[config.mk]
export PLATFORM = sky130hd
export DESIGN_NAME = rtd_code_to_temperature
export DESIGN_NICKNAME = d
export VERILOG_FILES = /design/src/design/rtd_pkg.sv /design/src/design/rtd_div.sv /design/src/design/rtd_code_to_temperature.sv
export SDC_FILE = /design/constraint.sdc
export NUM_CORES = 2
export LEC_CHECK = 0
export BUFFER_PORTS_ARGS = -buffer_cell sky130_fd_sc_hd__buf_2
export CAP_MARGIN = 5
export CORE_MARGIN = 2
export CORE_UTILIZATION = 40
export CTS_CLUSTER_SIZE = 25
export DETAILED_ROUTE_END_ITERATION = 6
export PLACE_DENSITY_LB_ADDON = 0.08
export SYNTH_ARGS = -nofsm -noshare
export SYNTH_HDL_FRONTEND = slang
export SYNTH_SLANG_ARGS = --single-unit
[constraint.sdc]
create_clock -name clock -period 18.76 [get_ports clock]
set_clock_uncertainty 0.15 [all_clocks]
set_input_delay 2.814 -clock clock [delete_from_list [all_inputs] [get_ports clock]]
set_output_delay 2.814 -clock clock [all_outputs]
set_load 0.05 [all_outputs]
[src/design/rtd_pkg.sv]
`timescale 1ns / 1ps
// ----------------------------------------------------------------------------
// rtd_pkg
// shared widths, constants and the pt100 calibration table
// ----------------------------------------------------------------------------
package rtd_pkg;

   localparam int CODE_W        = 16;
   localparam int GAIN_W        = 16;
   localparam int DIFF_W        = 15;
   localparam int PROD_W        = DIFF_W + GAIN_W;
   localparam int SCALE_W       = 10;
   localparam int WIDE_W        = PROD_W + SCALE_W;
   localparam int RES_SHIFT     = 23;
   localparam int RES_W         = 18;
   localparam int MOHM_W        = 17;
   localparam int CELSIUS_W     = 6;
   localparam int SPAN_W        = 11;
   localparam int TEMP_W        = 14;
   localparam int STORED_POINTS = 11;

   localparam logic [GAIN_W-1:0]  GAIN_RESET   = 16'd49600;
   localparam logic [SCALE_W-1:0] MOHM_PER_OHM = 10'd1000;
   localparam logic [TEMP_W-1:0]  TEMP_MAX     = 14'h3FFF;

   typedef logic [MOHM_W-1:0]    mohm_type;
   typedef logic [CELSIUS_W-1:0] celsius_type;

   // pt100 resistance in milliohms, 0 C to 50 C in 5 C steps
   localparam mohm_type PT_MOHM [STORED_POINTS] = '{
      17'd100000, 17'd101953, 17'd103903, 17'd105849, 17'd107794, 17'd109735,
      17'd111673, 17'd113608, 17'd115541, 17'd117470, 17'd119397
   };

   localparam celsius_type PT_CELSIUS [STORED_POINTS] = '{
      6'd0, 6'd5, 6'd10, 6'd15, 6'd20, 6'd25, 6'd30, 6'd35, 6'd40, 6'd45, 6'd50
   };

endpackage

[src/design/rtd_div.sv]
`timescale 1ns / 1ps
// ----------------------------------------------------------------------------
// rtd_div
// pipelined restoring divider, one quotient bit per stage, payload rides along
// ----------------------------------------------------------------------------
module rtd_div #(
   parameter int NUM_W = 27,
   parameter int DEN_W = 12,
   parameter int QUO_W = 14,
   parameter int PAY_W = 15
) (
   input  logic             clock,
   input  logic             reset,
   input  logic             in_valid,
   output logic             in_ready,
   input  logic [NUM_W-1:0] in_num,
   input  logic [DEN_W-1:0] in_den,
   input  logic [PAY_W-1:0] in_payload,
   output logic             out_valid,
   input  logic             out_ready,
   output logic [QUO_W-1:0] out_quot,
   output logic [PAY_W-1:0] out_payload
);

   logic             v_ff   [QUO_W];
   logic [NUM_W-1:0] rem_ff [QUO_W];
   logic [DEN_W-1:0] den_ff [QUO_W];
   logic [QUO_W-1:0] quo_ff [QUO_W];
   logic [PAY_W-1:0] pay_ff [QUO_W];
   logic             rdy    [QUO_W+1];

   assign rdy[QUO_W] = out_ready;
   assign in_ready   = rdy[0];

   genvar s;
   generate
      for (s = 0; s < QUO_W; s++) begin : g_stage
         localparam int K = QUO_W - 1 - s;
         logic             src_v;
         logic [NUM_W-1:0] src_rem;
         logic [DEN_W-1:0] src_den;
         logic [QUO_W-1:0] src_quo;
         logic [PAY_W-1:0] src_pay;
         logic [NUM_W-1:0] shifted;
         logic             geq;
         logic [NUM_W-1:0] rem_in;
         logic [QUO_W-1:0] quo_in;

         if (s == 0) begin : g_head
            assign src_v   = in_valid;
            assign src_rem = in_num;
            assign src_den = in_den;
            assign src_quo = '0;
            assign src_pay = in_payload;
         end else begin : g_body
            assign src_v   = v_ff[s-1];
            assign src_rem = rem_ff[s-1];
            assign src_den = den_ff[s-1];
            assign src_quo = quo_ff[s-1];
            assign src_pay = pay_ff[s-1];
         end

         assign rdy[s]  = !v_ff[s] || rdy[s+1];
         assign shifted = NUM_W'(src_den) << K;
         assign geq     = (src_rem >= shifted);
         assign rem_in  = geq ? (src_rem - shifted) : src_rem;
         assign quo_in  = src_quo | (QUO_W'(geq) << K);

         always_ff @(posedge clock) begin
            if (reset) begin
               v_ff[s] <= 1'b0;
            end else if (rdy[s]) begin
               v_ff[s] <= src_v;
            end
            if (rdy[s]) begin
               rem_ff[s] <= rem_in;
               den_ff[s] <= src_den;
               quo_ff[s] <= quo_in;
               pay_ff[s] <= src_pay;
            end
         end
      end
   endgenerate

   assign out_valid   = v_ff[QUO_W-1];
   assign out_quot    = quo_ff[QUO_W-1];
   assign out_payload = pay_ff[QUO_W-1];

endmodule

[src/design/rtd_code_to_temperature.sv]
`timescale 1ns / 1ps
// ----------------------------------------------------------------------------
// rtd_code_to_temperature
// adc code to pt100 resistance, table segment search, linear interpolation
// ----------------------------------------------------------------------------
// pipeline: stages 1 to 4, then one divider stage per quotient bit, then the output register
// throughput: one word per cycle while rsp_tready is high; the divider spends one stage per quotient bit
// every stage stalls only when it and its successor are both full and the successor stalls, so bubbles are squeezed out
// reset clears all valid bits and loads ref_over_gain_q8 with 49600 (193.75 ohm)
// ----------------------------------------------------------------------------
module rtd_code_to_temperature #(
   parameter int TABLE_POINTS   = 11,
   parameter int TEMP_FRAC_BITS = 8
) (
   input  logic                        clock,
   input  logic                        reset,
   // input words
   input  logic                        req_tvalid,
   output logic                        req_tready,
   input  logic [rtd_pkg::CODE_W-1:0]  req_tdata,     // [15:0] sample_code
   // result words
   output logic                        rsp_tvalid,
   input  logic                        rsp_tready,
   output logic [15:0]                 rsp_tdata,     // [13:0] temperature_q8, [15:14] zero
   output logic                        rsp_tuser,     // [0] in_range
   // ref_over_gain_q8 register
   input  logic                        csr_wr_en,
   input  logic [rtd_pkg::GAIN_W-1:0]  csr_wr_data
);

   import rtd_pkg::*;

   // segments in use and datapath widths that follow from the fraction bits
   localparam int USED   = (TABLE_POINTS > STORED_POINTS) ? STORED_POINTS : TABLE_POINTS;
   localparam int QUO_W  = CELSIUS_W + TEMP_FRAC_BITS;      // delta and upper temp
   localparam int NUM0_W = QUO_W + SPAN_W;                  // dt << F times distance
   localparam int NUM_W  = NUM0_W + 2;                      // 2*num + span
   localparam int DEN_W  = SPAN_W + 1;                      // 2*span
   localparam int PAY_W  = QUO_W + 1;                       // upper temp and hit
   localparam int TW     = (QUO_W > TEMP_W) ? QUO_W : TEMP_W;

   // configuration register
   logic [GAIN_W-1:0] gain_ff;

   always_ff @(posedge clock) begin
      if (reset) begin
         gain_ff <= GAIN_RESET;
      end else if (csr_wr_en) begin
         gain_ff <= csr_wr_data;
      end
   end

   // stage enables: a stage loads when it is empty or its successor loads
   logic s1_en, s2_en, s3_en, s4_en, out_en;
   logic div_in_ready, div_out_valid;

   // ---------------------------------------------------------------------
   // stage 1: offset removal and code times gain
   // ---------------------------------------------------------------------
   logic              s1_v_ff;
   logic              s1_pos_ff, s1_pos_in;
   logic [PROD_W-1:0] s1_prod_ff, s1_prod_in;

   // code above midpoint means positive resistance; the low bits are then d
   assign s1_pos_in  = req_tdata[CODE_W-1] && (req_tdata[CODE_W-2:0] != '0);
   assign s1_prod_in = PROD_W'(req_tdata[DIFF_W-1:0]) * PROD_W'(gain_ff);
   assign req_tready = s1_en;

   always_ff @(posedge clock) begin
      if (reset) begin
         s1_v_ff <= 1'b0;
      end else if (s1_en) begin
         s1_v_ff <= req_tvalid;
      end
      if (s1_en) begin
         s1_pos_ff  <= s1_pos_in;
         s1_prod_ff <= s1_prod_in;
      end
   end

   // ---------------------------------------------------------------------
   // stage 2: scale to milliohms, drop the q8 and 2^15 fraction bits
   // ---------------------------------------------------------------------
   logic              s2_v_ff;
   logic              s2_pos_ff;
   logic [WIDE_W-1:0] s2_wide;
   logic [RES_W-1:0]  s2_res_ff, s2_res_in;

   assign s2_wide   = WIDE_W'(s1_prod_ff) * WIDE_W'(MOHM_PER_OHM);
   assign s2_res_in = s2_wide[RES_SHIFT +: RES_W];

   always_ff @(posedge clock) begin
      if (reset) begin
         s2_v_ff <= 1'b0;
      end else if (s2_en) begin
         s2_v_ff <= s1_v_ff;
      end
      if (s2_en) begin
         s2_pos_ff <= s1_pos_ff;
         s2_res_ff <= s2_res_in;
      end
   end

   // ---------------------------------------------------------------------
   // stage 3: parallel segment compare, lower <= r < upper
   // ---------------------------------------------------------------------
   logic                 s3_v_ff;
   logic                 s3_hit_ff, s3_hit_in;
   logic [SPAN_W-1:0]    s3_dist_ff, s3_dist_in;     // upper - r
   logic [SPAN_W-1:0]    s3_span_ff, s3_span_in;     // upper - lower
   logic [CELSIUS_W-1:0] s3_dt_ff, s3_dt_in;
   logic [CELSIUS_W-1:0] s3_tu_ff, s3_tu_in;
   logic [RES_W-1:0]     s3_dist_w;

   always_comb begin
      s3_hit_in  = 1'b0;
      s3_dist_w  = '0;
      s3_span_in = '0;
      s3_dt_in   = '0;
      s3_tu_in   = '0;
      for (int i = 0; i < STORED_POINTS - 1; i++) begin
         if ((i + 1 < USED) && !s3_hit_in && s2_pos_ff &&
             (s2_res_ff >= RES_W'(PT_MOHM[i])) && (s2_res_ff < RES_W'(PT_MOHM[i+1]))) begin
            s3_hit_in  = 1'b1;
            s3_dist_w  = RES_W'(PT_MOHM[i+1]) - s2_res_ff;
            s3_span_in = SPAN_W'(PT_MOHM[i+1] - PT_MOHM[i]);
            s3_dt_in   = PT_CELSIUS[i+1] - PT_CELSIUS[i];
            s3_tu_in   = PT_CELSIUS[i+1];
         end
      end
   end

   assign s3_dist_in = s3_dist_w[SPAN_W-1:0];

   always_ff @(posedge clock) begin
      if (reset) begin
         s3_v_ff <= 1'b0;
      end else if (s3_en) begin
         s3_v_ff <= s2_v_ff;
      end
      if (s3_en) begin
         s3_hit_ff  <= s3_hit_in;
         s3_dist_ff <= s3_dist_in;
         s3_span_ff <= s3_span_in;
         s3_dt_ff   <= s3_dt_in;
         s3_tu_ff   <= s3_tu_in;
      end
   end

   // ---------------------------------------------------------------------
   // stage 4: numerator (dt << F) * (upper - r), doubled plus span for rounding
   // ---------------------------------------------------------------------
   logic              s4_v_ff;
   logic [QUO_W-1:0]  s4_dt_sh;
   logic [NUM0_W-1:0] s4_num0;
   logic [NUM_W-1:0]  s4_num_ff, s4_num_in;
   logic [DEN_W-1:0]  s4_den_ff, s4_den_in;
   logic [PAY_W-1:0]  s4_pay_ff, s4_pay_in;

   assign s4_dt_sh  = QUO_W'(s3_dt_ff) << TEMP_FRAC_BITS;
   assign s4_num0   = NUM0_W'(s4_dt_sh) * NUM0_W'(s3_dist_ff);
   assign s4_num_in = NUM_W'({s4_num0, 1'b0}) + NUM_W'(s3_span_ff);
   // a miss still flows through the divider; give it a harmless divisor
   assign s4_den_in = s3_hit_ff ? {s3_span_ff, 1'b0} : DEN_W'(1);
   assign s4_pay_in = {s3_hit_ff, QUO_W'(s3_tu_ff) << TEMP_FRAC_BITS};

   always_ff @(posedge clock) begin
      if (reset) begin
         s4_v_ff <= 1'b0;
      end else if (s4_en) begin
         s4_v_ff <= s3_v_ff;
      end
      if (s4_en) begin
         s4_num_ff <= s4_num_in;
         s4_den_ff <= s4_den_in;
         s4_pay_ff <= s4_pay_in;
      end
   end

   // ---------------------------------------------------------------------
   // rounded delta = (2*num + span) / (2*span), one bit per stage
   // ---------------------------------------------------------------------
   logic [QUO_W-1:0] div_quot;
   logic [PAY_W-1:0] div_pay;

   rtd_div #(
      .NUM_W (NUM_W),
      .DEN_W (DEN_W),
      .QUO_W (QUO_W),
      .PAY_W (PAY_W)
   ) u_div (
      .clock       (clock),
      .reset       (reset),
      .in_valid    (s4_v_ff),
      .in_ready    (div_in_ready),
      .in_num      (s4_num_ff),
      .in_den      (s4_den_ff),
      .in_payload  (s4_pay_ff),
      .out_valid   (div_out_valid),
      .out_ready   (out_en),
      .out_quot    (div_quot),
      .out_payload (div_pay)
   );

   // ---------------------------------------------------------------------
   // output register: a miss reads zero, else upper temp minus delta, clamp at zero, saturate
   // ---------------------------------------------------------------------
   logic              rsp_v_ff;
   logic [TEMP_W-1:0] rsp_temp_ff, rsp_temp_in;
   logic              rsp_hit_ff;
   logic [TW-1:0]     out_tu, out_delta, out_t;
   logic [TEMP_W-1:0] out_sat;

   assign out_tu      = TW'(div_pay[QUO_W-1:0]);
   assign out_delta   = TW'(div_quot);
   assign out_t       = (out_delta <= out_tu) ? (out_tu - out_delta) : '0;
   assign out_sat     = (out_t > TW'(TEMP_MAX)) ? TEMP_MAX : out_t[TEMP_W-1:0];
   assign rsp_temp_in = div_pay[QUO_W] ? out_sat : '0;

   assign out_en = !rsp_v_ff || rsp_tready;
   assign s4_en  = !s4_v_ff || div_in_ready;
   assign s3_en  = !s3_v_ff || s4_en;
   assign s2_en  = !s2_v_ff || s3_en;
   assign s1_en  = !s1_v_ff || s2_en;

   always_ff @(posedge clock) begin
      if (reset) begin
         rsp_v_ff <= 1'b0;
      end else if (out_en) begin
         rsp_v_ff <= div_out_valid;
      end
      if (out_en) begin
         rsp_temp_ff <= rsp_temp_in;
         rsp_hit_ff  <= div_pay[QUO_W];
      end
   end

   assign rsp_tvalid = rsp_v_ff;
   assign rsp_tdata  = {2'b00, rsp_temp_ff};
   assign rsp_tuser  = rsp_hit_ff;

endmodule

==> out/metrics.cfg <==
[clock_tree]
cts_root_buffer=clkbuf_16
cts_hold_buf=0
cts_tree=done
post_cts_buffers=0
cts-htree-levels=3
cts.path.max_buffers=3
worstSkewPairLatency_ps=690
clk_pin_slew_worst_paths_ps=60
cts_buffers=91
numClockSinks=795
cts-resized-gates=0

[setup_path]
path_common_cell=and3_1
worst-path-stages=13
startpoint=rsp_tready
crit_path_max_incr_delay_ps=720
crit_fanout=52
cp-endpoint=req_tready
critPathCaptureType=output pin
cp_top_family=simple AND/OR/NAND/NOR gates
cp_num_buf_inv=5
r2r_start=gain_ff[9]
start_kind=input pin
path_cells=buf_2 -> nor2b_1 -> and3_1 -> and3_1 -> and2_1 -> inv_2 -> buf_4 -> nor3_1 -> and2_0 -> and3_1 -> nand3_2 -> buf_4 -> buf_2
worstPathRequired_ps=15800
reg2reg_to=s1_prod_ff[30]
path_class=input pin to output pin
regToRegSetupSlack_ps=11260
worstRegToRegCells=21
arrival_ps=6520
cpMaxStageDelayCell=nor3_1

[synth]
synthesis.instances=4478
synth-main-ff-cell=edfxtp_1
yosysUniqueCellTypes=92
netlist_area_um2=51100
synth-seq-cells=795
ys_async_sr_fraction_pct=0
yosysSeqAreaShare_pct=46.3
ys_warn_count=0
synth-edff-count=774
syn_avg_cell_area_um2=11.4

[timing]
slew_viol_final=0
setup_tns_ps=0
setup_violations=0
finalCritPeriodShare_pct=50.5
holdWs_ps=257
worst_pin_slew_ps=1110
rsz0062_at_grt=no
hold_violations=0
slew-limit-headroom_pct=26.0
fmax_mhz=105
fin_crit_ps=9480
worst_slack_ps=9280

[detailed_routing]
via_per_inst=5.19
drt_pre_antenna_iters=5
vias=32600
antenna_left=0
wl_per_cell_um=18.4
drc=0
drt_iter0_markers=2123
wl_um=115000

[worst_hold_path]
hold_path_class=flop to flop
min_from=u_div.pay_ff[0][83]

[run_status]
outcome=complete, no violations

[final_layout]
area_growth_pct=9.95
finalNetCount=5263
multiInputGateArea_um2=25200
layout-drive-gt1-share_pct=6.38
nFillCells=11900
register_area_um2=23700

[global_routing]
grt_max_degree=56
track_usage_pct=17.9
grt_pass1_wl_um=186000
grt_pass1_vias=32900
gr-total-overflow=0
antenna_found_initial=0

[floorplan]
die_h_um=361
initial_utilization_pct=40.2
die_area_um2=131000
core_um2=127000
pin_count=56
num_rows=131
fp.dieW_um=361

[placed_design]
post-place-ws_ps=8980
port_buffers=53
dp_hpwl_um=86700
gp_congestion=0.852

[run]
drv_cap=0

[how the worst min path moves through the flow]
stage | endpoint | slack, ps | cells past startpoint
after detailed placement | u_div.pay_ff[0][100] | 250 | 0
after global placement | u_div.pay_ff[0][25] | 250 | 0
final | u_div.pay_ff[0][98] | 260 | 0
after floorplan | s2_pos_ff | 250 | 0
after CTS | u_div.quo_ff[3][13] | 260 | 0
after global routing | u_div.pay_ff[0][116] | 260 | 0
[per-stage QoR]
step	utilization (%)	cells	area, µm²
final	44.2	6272	56100
after global routing	44.2	6271	56100
after floorplan	-	4479	51100
after global placement	41.9	6106	53200
after CTS	44.2	6271	56100
after detailed placement	41.9	6106	53200
[synth_stat cells (45+ instances only)]
master,number,share of area (%)
xnor2_1,153,2.6
nand3_1,86,0.84
a21oi_1,220,2.2
nor4_1,55,0.67
nor3_1,75,0.74
xor2_1,113,1.9
o21ai_0,187,1.8
a21o_1,45,0.66
edfxtp_1,774,46
inv_1,463,3.4
clkbuf_1,104,0.76
fa_1,307,12
and2_1,142,1.7
nor2_1,316,2.3
ha_1,382,9.4
nand2b_1,47,0.58
nor2b_1,58,0.71
nand2_1,368,2.7
[worst reg2reg max path, delay by kind of cell (launching register included)]
| family | cells | cell delay, ps |
|---|---|---|
| compound gates | 8 | 2110 |
| xor+xnor | 1 | 130 |
| fa+ha+maj | 7 | 3460 |
| flops | 1 | 880 |
| buf+inv | 3 | 150 |
| simple gates | 2 | 330 |
[final cells by class]
type	instances	share of cell area, %
Multi-Input combinational cell	3098	44.9
Sequential cell	795	42.2
Clock buffer	107	4.16
Tap cell	1662	3.70
Inverter	467	3.12
Clock inverter	58	1.06
Timing Repair Buffer	84	0.887
Antenna cell	1	0.00446
[logic make-up (layout without fill, tap and decap cells)]
| logic type | after synthesis | count (layout) | synth area share (%) |
|---|---|---|---|
| adders and majority gates | 689 | 689 | 21.4 |
| other | 1 | 3 | 0.00735 |
| muxes | 32 | 32 | 0.659 |
| and+or+nand+nor | 1360 | 1360 | 13.3 |
| buffers and inverters | 586 | 716 | 4.38 |
| AOI/OAI and AO/OA | 749 | 749 | 9.31 |
| xor gates and xnor gates | 266 | 266 | 4.56 |
| DFF | 795 | 795 | 46.3 |
[layer usage]
metal	global-route usage, %	share of wire, %
met5	0	0
met2	30.8	49
met4	4.79	2.4
met1	23.6	45
met3	2.91	3.7
[flip-flops by register name, indices dropped and copies added (netlist names), 11 cells and up]
signal	count
u_div.rem_ff	331
u_div.quo_ff	105
u_div.den_ff	104
u_div.pay_ff	94
s1_prod_ff	31
s4_num_ff	21
s2_res_ff	18
gain_ff	16
rsp_temp_ff	14
u_div.v_ff	14
s3_dist_ff	11
[placed cells by master (no fill, tap or decap), drive strengths merged, types with 55 or more instances in the layout]
master	n
and2	144
xnor2	153
o21ai	190
nor2	318
nand3	86
inv	468
xor2	113
buf	84
clkbuf	107
edfxtp	774
nor2b	58
a21oi	220
ha	382
fa	307
nor3	76
nand2	368
nor4	55
Power is left out: the tool's default activity adds up to more than one toggle a clock period on the data nets, which glitch-free logic cannot reach.
